`config.mk`:
```
export PLATFORM = sky130hd
export DESIGN_NAME = handshake_serial_byte_link
export DESIGN_NICKNAME = d
export VERILOG_FILES = /design/src/design/hsbl_pkg.sv /design/src/design/hsbl_step.sv /design/src/design/handshake_serial_byte_link.sv
export SDC_FILE = /design/constraint.sdc
export NUM_CORES = 1
export LEC_CHECK = 0
export ABC_AREA = 1
export BUFFER_PORTS_ARGS = -buffer_cell sky130_fd_sc_hd__buf_4
export CORE_ASPECT_RATIO = 1.25
export CORE_UTILIZATION = 50
export CTS_CLUSTER_SIZE = 25
export DETAILED_ROUTE_END_ITERATION = 8
export PLACE_DENSITY = 0.79
export SKIP_CTS_REPAIR_TIMING = 1
export SKIP_LAST_GASP = 1
export SLEW_MARGIN = 25
export SYNTH_ARGS = -nofsm -noshare
export SYNTH_HDL_FRONTEND = slang
export SYNTH_SLANG_ARGS = --single-unit
```
`constraint.sdc`:
```
create_clock -name clock -period 5.7 [get_ports clock]
set_clock_uncertainty 0.15 [all_clocks]
set_input_delay 1.71 -clock clock [delete_from_list [all_inputs] [get_ports clock]]
set_output_delay 1.71 -clock clock [all_outputs]
set_load 0.01 [all_outputs]
```
`src/design/hsbl_pkg.sv`:
```
package hsbl_pkg;

   // Word length of one transfer on the serial link.
   localparam int DATA_BITS = 8;
   localparam int CNT_W     = (DATA_BITS > 1) ? $clog2(DATA_BITS) : 1;

   localparam logic [1:0] REQ_TICK = 2'd0;
   localparam logic [1:0] REQ_SEND = 2'd1;
   localparam logic [1:0] REQ_RECV = 2'd2;

   typedef enum logic [1:0] {
      MODE_IDLE = 2'd0,
      MODE_SEND = 2'd1,
      MODE_RECV = 2'd2
   } mode_type;

   typedef struct packed {
      logic [1:0] req_type;
      logic [7:0] tx_byte;
      logic       clock_in;
      logic       partner_in;
   } req_type;

   typedef struct packed {
      logic       clock_out;
      logic       clock_drive;
      logic       own_line_out;
      logic [7:0] rx_byte;
      logic       rx_valid;
      logic       tx_done;
      logic       busy_res;
      logic       clock_seen;
   } rsp_type;

   typedef struct packed {
      mode_type               mode;
      logic [CNT_W-1:0]       bits_done;
      logic [DATA_BITS-1:0]   shift_reg;
      logic                   clock_level;
      logic                   own_level;
   } state_type;

endpackage

```
`src/design/hsbl_step.sv`:
```
module hsbl_step (
   input  hsbl_pkg::state_type cur_state,
   input  hsbl_pkg::req_type   req,
   output hsbl_pkg::state_type next_state,
   output hsbl_pkg::rsp_type   rsp
);

   logic [hsbl_pkg::DATA_BITS+7:0] tx_ext;
   logic [hsbl_pkg::DATA_BITS-1:0] tx_word;
   logic [hsbl_pkg::DATA_BITS-1:0] shift_up;
   logic [hsbl_pkg::DATA_BITS-1:0] shift_rx;
   logic [hsbl_pkg::DATA_BITS+7:0] rx_ext;
   logic                           last_bit;
   logic                           rx_valid;
   logic                           tx_done;

   assign tx_ext   = {{hsbl_pkg::DATA_BITS{1'b0}}, req.tx_byte};
   assign tx_word  = tx_ext[hsbl_pkg::DATA_BITS-1:0];
   assign shift_up = cur_state.shift_reg << 1;
   assign shift_rx = shift_up | hsbl_pkg::DATA_BITS'(req.partner_in);
   assign rx_ext   = {8'b0, shift_rx};
   assign last_bit = (cur_state.bits_done == hsbl_pkg::CNT_W'(hsbl_pkg::DATA_BITS - 1));

   always_comb begin
      next_state = cur_state;
      rx_valid   = 1'b0;
      tx_done    = 1'b0;
      unique case (req.req_type)
         hsbl_pkg::REQ_SEND: begin
            // The first data bit is set together with the first clock rise.
            next_state.mode        = hsbl_pkg::MODE_SEND;
            next_state.bits_done   = '0;
            next_state.shift_reg   = tx_word;
            next_state.own_level   = tx_word[hsbl_pkg::DATA_BITS-1];
            next_state.clock_level = 1'b1;
         end
         hsbl_pkg::REQ_RECV: begin
            next_state.mode      = hsbl_pkg::MODE_RECV;
            next_state.bits_done = '0;
            next_state.shift_reg = '0;
            next_state.own_level = 1'b0;
         end
         default: begin
            unique case (cur_state.mode)
               hsbl_pkg::MODE_SEND: begin
                  if (req.partner_in == cur_state.clock_level) begin
                     if (last_bit) begin
                        tx_done              = 1'b1;
                        next_state.mode      = hsbl_pkg::MODE_IDLE;
                        next_state.bits_done = '0;
                     end else begin
                        next_state.bits_done   = cur_state.bits_done + hsbl_pkg::CNT_W'(1);
                        next_state.shift_reg   = shift_up;
                        next_state.own_level   = shift_up[hsbl_pkg::DATA_BITS-1];
                        next_state.clock_level = ~cur_state.clock_level;
                     end
                  end
               end
               hsbl_pkg::MODE_RECV: begin
                  // Each change of the clock level carries one data bit.
                  if (req.clock_in != cur_state.own_level) begin
                     next_state.shift_reg = shift_rx;
                     next_state.own_level = ~cur_state.own_level;
                     if (last_bit) begin
                        rx_valid             = 1'b1;
                        next_state.mode      = hsbl_pkg::MODE_IDLE;
                        next_state.bits_done = '0;
                     end else begin
                        next_state.bits_done = cur_state.bits_done + hsbl_pkg::CNT_W'(1);
                     end
                  end
               end
               default: begin
                  next_state.mode = hsbl_pkg::MODE_IDLE;
               end
            endcase
         end
      endcase
   end

   always_comb begin
      rsp.clock_out    = next_state.clock_level;
      rsp.clock_drive  = (next_state.mode == hsbl_pkg::MODE_SEND);
      rsp.own_line_out = next_state.own_level;
      rsp.rx_byte      = rx_valid ? rx_ext[7:0] : 8'd0;
      rsp.rx_valid     = rx_valid;
      rsp.tx_done      = tx_done;
      rsp.busy_res     = (next_state.mode != hsbl_pkg::MODE_IDLE);
      rsp.clock_seen   = (next_state.mode == hsbl_pkg::MODE_IDLE) ? req.clock_in : 1'b0;
   end

endmodule

```
`src/design/handshake_serial_byte_link.sv`:
```
// Handshaked three-wire serial link, one byte at a time, most significant bit first.
// The request channel carries one item per sampled pin tick, or a command to start
// sending a byte or to start receiving one. Each request yields exactly one response
// on the rsp_ channel, showing the link state after that request: the clock level and
// whether it is driven, the own line (data when sending, acknowledge when receiving),
// a received byte with rx_valid, tx_done, busy and the idle clock indication.
// The response is registered: a request accepted at one edge has its response valid
// after that edge. Throughput is one request per cycle while the receiver does not
// stall, set by the single state update and response register; a new request is
// taken in the same cycle that the previous response is taken.
// When the receiver stalls, the response register holds its item and req_ready drops
// until it is taken; no request is lost and the link state does not advance.
// Reset puts the link idle with clock and own lines low, the bit counter and shift
// register cleared and no response pending.
module handshake_serial_byte_link (
   input  logic              clock,
   input  logic              reset,
   input  logic              req_valid,
   output logic              req_ready,
   input  hsbl_pkg::req_type req_payload,
   output logic              rsp_valid,
   input  logic              rsp_ready,
   output hsbl_pkg::rsp_type rsp_payload
);

   hsbl_pkg::state_type state_ff;
   hsbl_pkg::state_type state_in;
   hsbl_pkg::rsp_type   rsp_payload_ff;
   hsbl_pkg::rsp_type   rsp_payload_in;
   logic                rsp_valid_ff;
   logic                req_accept;

   hsbl_step u_step (
      .cur_state  (state_ff),
      .req        (req_payload),
      .next_state (state_in),
      .rsp        (rsp_payload_in)
   );

   assign req_ready  = !rsp_valid_ff || rsp_ready;
   assign req_accept = req_valid && req_ready;

   always_ff @(posedge clock) begin
      if (reset) begin
         state_ff     <= '{mode: hsbl_pkg::MODE_IDLE, default: '0};
         rsp_valid_ff <= 1'b0;
      end else if (req_accept) begin
         state_ff     <= state_in;
         rsp_valid_ff <= 1'b1;
      end else if (rsp_ready) begin
         rsp_valid_ff <= 1'b0;
      end
   end

   always_ff @(posedge clock) begin
      if (req_accept) begin
         rsp_payload_ff <= rsp_payload_in;
      end
   end

   assign rsp_valid   = rsp_valid_ff;
   assign rsp_payload = rsp_payload_ff;

`ifndef NO_ASSERTIONS
   a_done_excl: assert property (@(posedge clock) disable iff (reset)
      rsp_valid |-> !(rsp_payload.rx_valid && rsp_payload.tx_done))
      else $error("rx_valid and tx_done in the same response");

   a_drive_busy: assert property (@(posedge clock) disable iff (reset)
      rsp_valid && rsp_payload.clock_drive |-> rsp_payload.busy_res && !rsp_payload.clock_seen)
      else $error("clock driven while idle or clock indication while busy");

   a_done_idle: assert property (@(posedge clock) disable iff (reset)
      rsp_valid && (rsp_payload.rx_valid || rsp_payload.tx_done) |-> !rsp_payload.busy_res)
      else $error("transfer finished but link still busy");

   a_ready_free: assert property (@(posedge clock) disable iff (reset)
      !rsp_valid_ff |-> req_ready)
      else $error("request refused with empty response register");
`endif

endmodule

```
Yosys cells after proc, flatten, opt, wreduce, memory -nomap -nowiden --
Index checks and enable logic that the tools add are counted.
Storage, ports and cells: register bits 30, bits of input ports 16, output and inout bits 17, logic and storage cells 61
Operators by class: add/subtract/negate cells 1, equality and inequality tests 11, muxes and demuxes 19, bitwise operators 5, reduce and logical (&&, ||, !) cells 11
Operators by type and width (number):
- $pmux W13 S2 | 1
- $pmux W11 S2 | 1
- $mux W15 | 1
- $mux W13 | 1
- $mux W10 | 1
- $mux W1 | 8
- $ne A4 B1 Y1 const B | 2
- $or A8 B1 Y8 | 1
- $eq A2 B1 Y1 const B | 3
- $pmux W1 S2 | 3
- $reduce_and A5 Y1 | 1
- $eq A2 B2 Y1 const B | 2
- $ne A4 B4 Y1 const B | 1
- $not A1 Y1 | 4
- $pmux W2 S2 | 1
- $reduce_and A4 Y1 | 1
- $reduce_bool A2 Y1 | 2
- $reduce_bool A4 Y1 | 1
- $reduce_or A4 Y1 | 1
- $add A3 B1 Y3 const B | 1
- $eq A3 B3 Y1 const B | 1
- $mux W3 | 1
- $logic_not A2 Y1 | 1
- $mux W2 | 1
- other kinds (6) | 6

Logic depth before layout (Yosys ltp) --
Gate-level depths: netlist (run 1).
depth in word-level cells 6, mapped depth 13, mapped depth without buffers 13

Hierarchy --
Synthesis (run 1) repeated with hierarchy kept, for this count alone.
Second synthesis, totals: cell total of the unflattened synthesis 285, area, all modules 2031.9 um2
Modules (own cells, without submodules):
- handshake_serial_byte_link | times used 1, cells each 119, area each 1239.9 um2, seq. area each 770.7 um2
- hsbl_step | times used 1, cells each 166, area each 792.0 um2, seq. area each 0.0 um2

Least setup slack after synthesis (run 1) --
Ideal clock, no wire load.
path type input port to output port, start input port rsp_ready, end output port req_ready, data arrival time 1.813 ns, data required time 3.840 ns, path slack 2.027 ns, cell stages on the path 2, path buffers 0, cells stage by stage inv_2 nand2_4
On the way: word-level cells in the longest chain between the ends 1
RTL lines:
- from (decl) | RTL line handshake_serial_byte_link.sv:22 | input logic rsp_ready,
- $logic_or A1 B1 Y1 | RTL line handshake_serial_byte_link.sv:40 | assign req_ready = !rsp_valid_ff || rsp_ready;
- to (decl) | RTL line handshake_serial_byte_link.sv:19 | output logic req_ready,
No other way between the ends.

Worst setup path after layout (run 1) --
Ends and elaborated chain as after synthesis.

==> summary.md, run 1 <==
| Metric | Value |
|---|---|
| HP Class | `reg -> reg` |
| Hold Path Origin | `state_ff[11]$_SDFFE_PP0P_` |
| Synth warn | `0` |
| Yosys top cell by area | `edfxtp_1` |
| Unrepaired setup endpoints after global routing | `false` |
| Final Non-Filler Cells | `a little over 300` |
| Share of flip-flops with an asynchronous set or reset | `0` |
| Core ar. | `0.00322 mm²` |
| Number of buffers created by CTS | `5` |
| VDD IR max | `0.165 mV` |
| Largest net degree at the start of global routing | `19` |
| Sequential share of power | `0.438` |
| Vias in the first global route | `between 1000 and 1500` |
| Endpoints failing hold | `0` |
| Tmin final | `slightly below 4000 ps` |
| Syn avg cell area | `7.29 µm²` |
| Reg2reg setup slack | `~3700 ps` |
| Required @ worst endpoint | `~3800 ps` |
| Synth unique cells | `27` |
| MaxCap Viol Count | `0` |
| Clk slew on worst S/H paths | `around 70 ps` |
| Final period util | `0.689` |
| Area after DPL | `0.00197 mm²` |
| Remaining antenna violation count | `0` |
| Most frequent cells in the layout | `79 x nand2_1, 35 x inv_1, 32 x buf_4, 30 x nor2_1` |
| Worst Hold End | `state_ff[11]$_SDFFE_PP0P_` |
| # rows | `23` |
| Nets | `just under 300` |
| Syn Nets | `~260` |
| Crit. End Element | `output port` |
| GRT Overall Usage | `0.222` |
| Gpl congestion | `between 0.9 and 1` |
| Most Frequent Cell on Critical Path | `buf_4` |
| Reg2Reg Depth | `6` |
| Die Y | `67.2 µm` |
| Post-synthesis xor/xnor area fraction | `0` |
| Final Power | `between 500 and 600 µW` |
| Drt total wl | `between 3000 and 4000 µm` |
| Simple-Gate Fraction of Synth Area | `0.353` |
| Hold Path Cell Cnt | `2` |
| CP Cell Sequence | `buf_4, inv_2, nand2_4, buf_4` |
| Port bufs | `32` |
| Power density over the cells | `about 280 mW/mm²` |
| Critical-path maximum fanout | `3` |
| CP Buf/Inv Count | `3` |
| Reg-to-Reg End | `state_ff[2]$_SDFFE_PP0P_` |
| Setup violations, final | `0` |
| Placed cells | `300` |
| Commonest non-fill, non-tap cell in the layout | `nand2_1` |
| Synthesis-to-finish area growth | `22.2%` |
| Initial core utilization | `0.527` |
| Fin util | `0.644` |
| Clock tree buffer depth | `2` |
| Worst reg2reg startpoint | `state_ff[13]$_SDFFE_PP0P_` |
| Leak | `around 1.1 nW` |
| # diodes | `0` |
| Main combinational cell family by area after synthesis | `simple AND/OR/NAND/NOR gates` |
| Sw power | `about 160 µW` |
| Cell Int Power | `~420 µW` |
| Total negative setup slack | `0 ps` |
| CP Class | `in -> out` |
| DRT Pass-1 Iters | `4` |
| Initial antenna violation count | `0` |
| Combinational share of power | `0.194` |
| TritonCTS clock tree | `yes` |
| I/O pin count | `33` |
| Chip Width | `around 54 µm` |
| Max Clk Rate | `~0.25 GHz` |
| Worst-Margin Slew | `a little over 600 ps` |
| DP Wirelength | `2480 µm` |
| Seq/Total Area, Yosys | `0.442` |
| Clock root buffer | `clkbuf_8` |
| Top delay family on crit path | `buffers and inverters` |
| Max Slew Vio Count | `0` |
| Clock power share | `0.368` |
| WL/cell | `approximately 11 µm` |
| Status | `finished clean` |
| Max-slew headroom | `0.586` |
| Critical path launch point type | `input port` |
| Layout cell share with drive strength beyond 1 | `0.225` |
| Compound-cell area share of the yosys netlist | `0.0589` |
| Critical path arrival | `2070 ps` |
| Die area | `between 0.003 and 0.004 mm²` |
| Crit path largest cell delay | `approximately 140 ps` |
| Top FF cell, synth | `edfxtp_1` |
| Fin area | `0.00208 mm²` |
| Slowest CP cell | `buf_4` |
| Syn Inst Count | `around 230` |
| Iteration-0 DRC Markers | `33` |
| Synth area leaders | `edfxtp_1 27%, dfxtp_1 18%, nand2_1 17%` |
| Sink Count | `30` |
| DR vias | `between 1000 and 1500` |
| Adder-cell share of the synthesized area | `0.0442` |
| Routed vias/inst | `4.87` |
| Clk_lat worst skew | `290 ps` |
| First-pass GRT wire length | `approximately 5700 µm` |
| Yosys top cell area share | `0.265` |
| Mux contribution to synthesized area | `0` |
| Total grt overflow | `0` |
| Synthesized flop and latch total | `30` |
| Switch share | `0.277` |
| H-tree depth | `2` |
| Post-Synthesis Cell Area | `approximately 0.0017 mm²` |
| Post-synth EDFFs | `15` |
| DRC viols | `0` |
==> worst register-to-register path, stage by stage (launching register included) <==
cell and delay (ps):
dfxtp_1 360, inv_1 70, ha_1 390, a21oi_4 190, nand4_2 360, and2_2 320
nor2_1 90
==> power groups by stage <==
| stage | combinational, mW | sequential (mW) | clock, mW |
|---|---|---|---|
| 3_5_place_dp | 0.110 | 0.257 | 0 |
| 4_1_cts | 0.111 | 0.252 | 0.217 |
| 2_1_floorplan | 0.0739 | 0.259 | 0 |
| 5_1_grt | 0.125 | 0.254 | 0.224 |
| 6_report | 0.111 | 0.252 | 0.211 |
| 3_3_place_gp | 0.108 | 0.256 | 0 |
==> cell families (layout without fill, tap and decap cells) <==
group,Yosys count,after routing
flops,30,30
compound gates,16,16
fa+ha+maj,6,6
buf+inv,43,81
simple gates,138,138
==> Yosys cell counts, types with 2 or more instances <==
library cell / n
edfxtp_1: 15
dfxtp_1: 15
nand4_1: 2
nor2_1: 30
inv_2: 5
ha_1: 6
nor3_1: 3
nand2_1: 79
nand2_2: 6
inv_1: 35
a21oi_1: 10
nor2_2: 2
nand2_4: 2
nand3_1: 10
==> layer usage <==
layer,vias to the layer above,part of all wire,GRT usage
met3,10,0.043,0.0743
met2,31,0.48,0.348
met4,0,0.030,0.119
li1,794,-,-
met1,664,0.44,0.261
met5,-,0,0
==> registers in the layout, indices dropped and copies added, names as in the netlist <==
| name | flops |
|---|---|
| rsp_valid | 1 |
| rsp_payload | 15 |
| state_ff | 14 |
==> how the worst max path moves through the flow <==
stage / endpoint / cells after the start / slack, ps / from
2_1_floorplan: req_ready / 2 / 2030 / rsp_ready
3_3_place_gp: req_ready / 4 / 1780 / rsp_ready
3_5_place_dp: req_ready / 4 / 1770 / rsp_ready
4_1_cts: req_ready / 4 / 1770 / rsp_ready
5_1_grt: req_ready / 4 / 1750 / rsp_ready
6_report: req_ready / 4 / 1770 / rsp_ready
==> per-stage QoR <==
stage          hold WS (ps)  setup WS [ps]
5_1_grt                 341           1750
6_report                321           1770
3_5_place_dp            314           1770
3_3_place_gp            308           1780
4_1_cts                 325           1770
2_1_floorplan           293           2030
==> cell type report <==
| cell class | instances | area (µm²) |
|---|---|---|
| Clock inverter | 3 | 40.0 |
| Tap cell | 37 | 46.3 |
| Clock buffer | 5 | 68.8 |
| Timing Repair Buffer | 32 | 240 |
| Sequential cell | 30 | 751 |
| Fill cell | 302 | 1150 |
| Multi-Input combinational cell | 160 | 776 |
| Inverter | 41 | 154 |
No activity file was read; power rests on OpenSTA's default activity.
==> run 2, diff against run 1 <==
--- a/config.mk
+++ b/config.mk
@@ -8,10 +8,10 @@
 export ABC_AREA = 1
 export BUFFER_PORTS_ARGS = -buffer_cell sky130_fd_sc_hd__buf_4
 export CORE_ASPECT_RATIO = 1.25
-export CORE_UTILIZATION = 50
+export CORE_UTILIZATION = 49
 export CTS_CLUSTER_SIZE = 25
 export DETAILED_ROUTE_END_ITERATION = 8
-export PLACE_DENSITY = 0.79
+export PLACE_DENSITY = 0.81
 export SKIP_CTS_REPAIR_TIMING = 1
 export SKIP_LAST_GASP = 1
 export SLEW_MARGIN = 25
==> constraint.sdc (replaced) <==
create_clock -name clock -period 3.6 [get_ports clock]
set_clock_uncertainty 0.15 [all_clocks]
set_input_delay 1.08 -clock clock [delete_from_list [all_inputs] [get_ports clock]]
set_output_delay 1.08 -clock clock [all_outputs]
set_load 0.01 [all_outputs]
==> run 2 against run 1 <==
Against the previous run:
- final area is 1.1% lower
- wire length is 4.0% higher
- cell count stayed put
==> summary.md, run 2 (synthesized netlist as in run 1, its figures left out) <==
| Metric | Value |
|---|---|
| Status | `finished clean (unchanged)` |
| DR vias | `1551 (was 1499)` |
| CP Buf/Inv Count | `3 (unchanged)` |
| Clock root buffer | `clkbuf_8 (unchanged)` |
| Port bufs | `32 (unchanged)` |
| Clk_lat worst skew | `290 ps (about the same)` |
| Max Clk Rate | `about 0.37 GHz` |
| Setup WS post-layout | `930 ps (was 1770 ps)` |
| Die area | `0.00371 mm² (was 0.00364 mm²)` |
| Max-slew headroom | `0.575 (was 0.586)` |
| Initial antenna violation count | `0 (unchanged)` |
| Filler cells | `278 (was 302)` |
| Routed vias/inst | `5.04 (was 4.87)` |
| DP Wirelength | `2570 µm (was 2480 µm)` |
| VDD IR max | `0.253 mV (was 0.165 mV)` |
| Tmin final | `between 2000 and 3000 ps` |
| WL/cell | `11.4 µm (was 11.0 µm)` |
| Most frequent cells in the layout | `79 x nand2_1, 35 x inv_1, 32 x buf_4, 30 x nor2_1 (unchanged)` |
| Initial core utilization | `0.523 (was 0.527)` |
| Clock tree buffer depth | `2 (unchanged)` |
| Power density over the cells | `410 mW/mm² (was 277 mW/mm²)` |
| DRC viols | `0 (unchanged)` |
| Max Slew Vio Count | `0 (unchanged)` |
| Vias in the first global route | `1372 (was 1307)` |
| MaxCap Viol Count | `0 (unchanged)` |
| I/O pin count | `33 (unchanged)` |
| DRT Pass-1 Iters | `4 (unchanged)` |
| Unrepaired setup endpoints after global routing | `false (unchanged)` |
| Endpoints failing hold | `0 (unchanged)` |
| GRT Overall Usage | `0.223 (was 0.222)` |
| First-pass GRT wire length | `5830 µm (was 5680 µm)` |
| Critical-path maximum fanout | `3 (unchanged)` |
| Slowest CP cell | `buf_4 (unchanged)` |
| Gpl congestion | `0.917 (was 0.940)` |
| Crit. End Element | `output port (unchanged)` |
| CP Class | `in -> out (unchanged)` |
| Worst-Margin Slew | `637 ps (was 620 ps)` |
| Layout cell share with drive strength beyond 1 | `0.221 (was 0.225)` |
| Clk slew on worst S/H paths | `70 ps (about the same)` |
| Number of buffers created by CTS | `5 (unchanged)` |
| Top delay family on crit path | `buffers and inverters (unchanged)` |
| Final period util | `0.742` |
| Setup violations, final | `0 (unchanged)` |
| Most Frequent Cell on Critical Path | `buf_4 (unchanged)` |
| Sink Count | `30 (unchanged)` |
| CP Cell Sequence | `buf_4, inv_2, nand2_4, buf_4 (unchanged)` |
| Leak | `1.05 nW (was 1.07 nW)` |
| Critical path launch point type | `input port (unchanged)` |
| Iteration-0 DRC Markers | `62 (was 33)` |
| # rows | `23 (unchanged)` |
| Final Power | `840 µW (was 574 µW)` |
| Die Y | `67.8 µm (was 67.2 µm)` |
| Synthesis-to-finish area growth | `20.8% (was 22.2%)` |
| Largest net degree at the start of global routing | `19 (unchanged)` |
| Core ar. | `0.00325 mm² (was 0.00322 mm²)` |
| Commonest non-fill, non-tap cell in the layout | `nand2_1 (unchanged)` |
| Required @ worst endpoint | `2370 ps (was 3840 ps)` |
| Chip Width | `54.7 µm (was 54.1 µm)` |
| Remaining antenna violation count | `0 (unchanged)` |
| TritonCTS clock tree | `yes (unchanged)` |
| Number of flip-flops in the largest register | `15 (unchanged)` |
| # diodes | `0 (unchanged)` |
| Total grt overflow | `0 (unchanged)` |
| Nets | `292 (unchanged)` |
| Drt total wl | `3520 µm (was 3380 µm)` |
| HP Class | `reg -> reg (unchanged)` |
| Critical path arrival | `1440 ps (was 2070 ps)` |
| Total negative setup slack | `0 ps (unchanged)` |
| DP Worst Slack | `686 ps (was 1770 ps)` |
| Crit path largest cell delay | `140 ps (about the same)` |
| H-tree depth | `2 (unchanged)` |
run 2: cell count changes in the layout (fill, tap and decap cells not counted), sizes merged:
cell,before,now
clkinvlp,0,1
bufinv,1,0
run 2: power by group:
group	switching (mW)	total, mW	internal (mW)
sequential	0.0135	0.399	0.386
clock	0.132	0.264	0.132
combinational	0.109	0.177	0.0686
total	0.254	0.840	0.586
run 2: layout make-up:
type | count | area (µm²) | share of cell area
Timing Repair Buffer | 32 | 240 | 0.117
Multi-Input combinational cell | 160 | 776 | 0.378
Inverter | 41 | 154 | 0.0750
Clock inverter | 3 | 16.3 | 0.00793
Tap cell | 37 | 46.3 | 0.0226
Sequential cell | 30 | 751 | 0.366
Clock buffer | 5 | 68.8 | 0.0335
run 2: per-layer routing:
metal  global-route usage  wire [µm]
met2                0.370       1760
met5                    0          0
met3               0.0622        207
met4                0.115         83
met1                0.252       1470
run 2: path summary, 6_finish.rpt:
kind / startpoint / end / slack, ps / depth (start not counted)
setup / recovery: rsp_ready / req_ready / 930 / 4
hold / removal: state_ff[11]$_SDFFE_PP0P_ / state_ff[11]$_SDFFE_PP0P_ / 320 / 2
setup reg to reg: state_ff[13]$_SDFFE_PP0P_ / state_ff[2]$_SDFFE_PP0P_ / 1620 / 6
hold reg to reg: state_ff[11]$_SDFFE_PP0P_ / state_ff[11]$_SDFFE_PP0P_ / 320 / 2
run 2: through the flow:
stage / instance area (µm²) / hold WS (ps) / utilization / std cells
2_1_floorplan: 1700 / 293 / - / 233
4_1_cts: 2050 / 326 / 0.631 / 308
5_1_grt: 2050 / 347 / 0.631 / 308
3_3_place_gp: 1970 / 307 / 0.605 / 300
3_5_place_dp: 1970 / 317 / 0.605 / 300
6_report: 2050 / 323 / 0.631 / 308
run 2: worst reg2reg max path, delay by kind of cell (launching register included):
kind / cells / cell delay, ps
and+or+nand+nor: 3 / 750
buffers and inverters: 1 / 80
AOI/OAI and AO/OA: 1 / 180
DFF: 1 / 360
adders and majority gates: 1 / 400
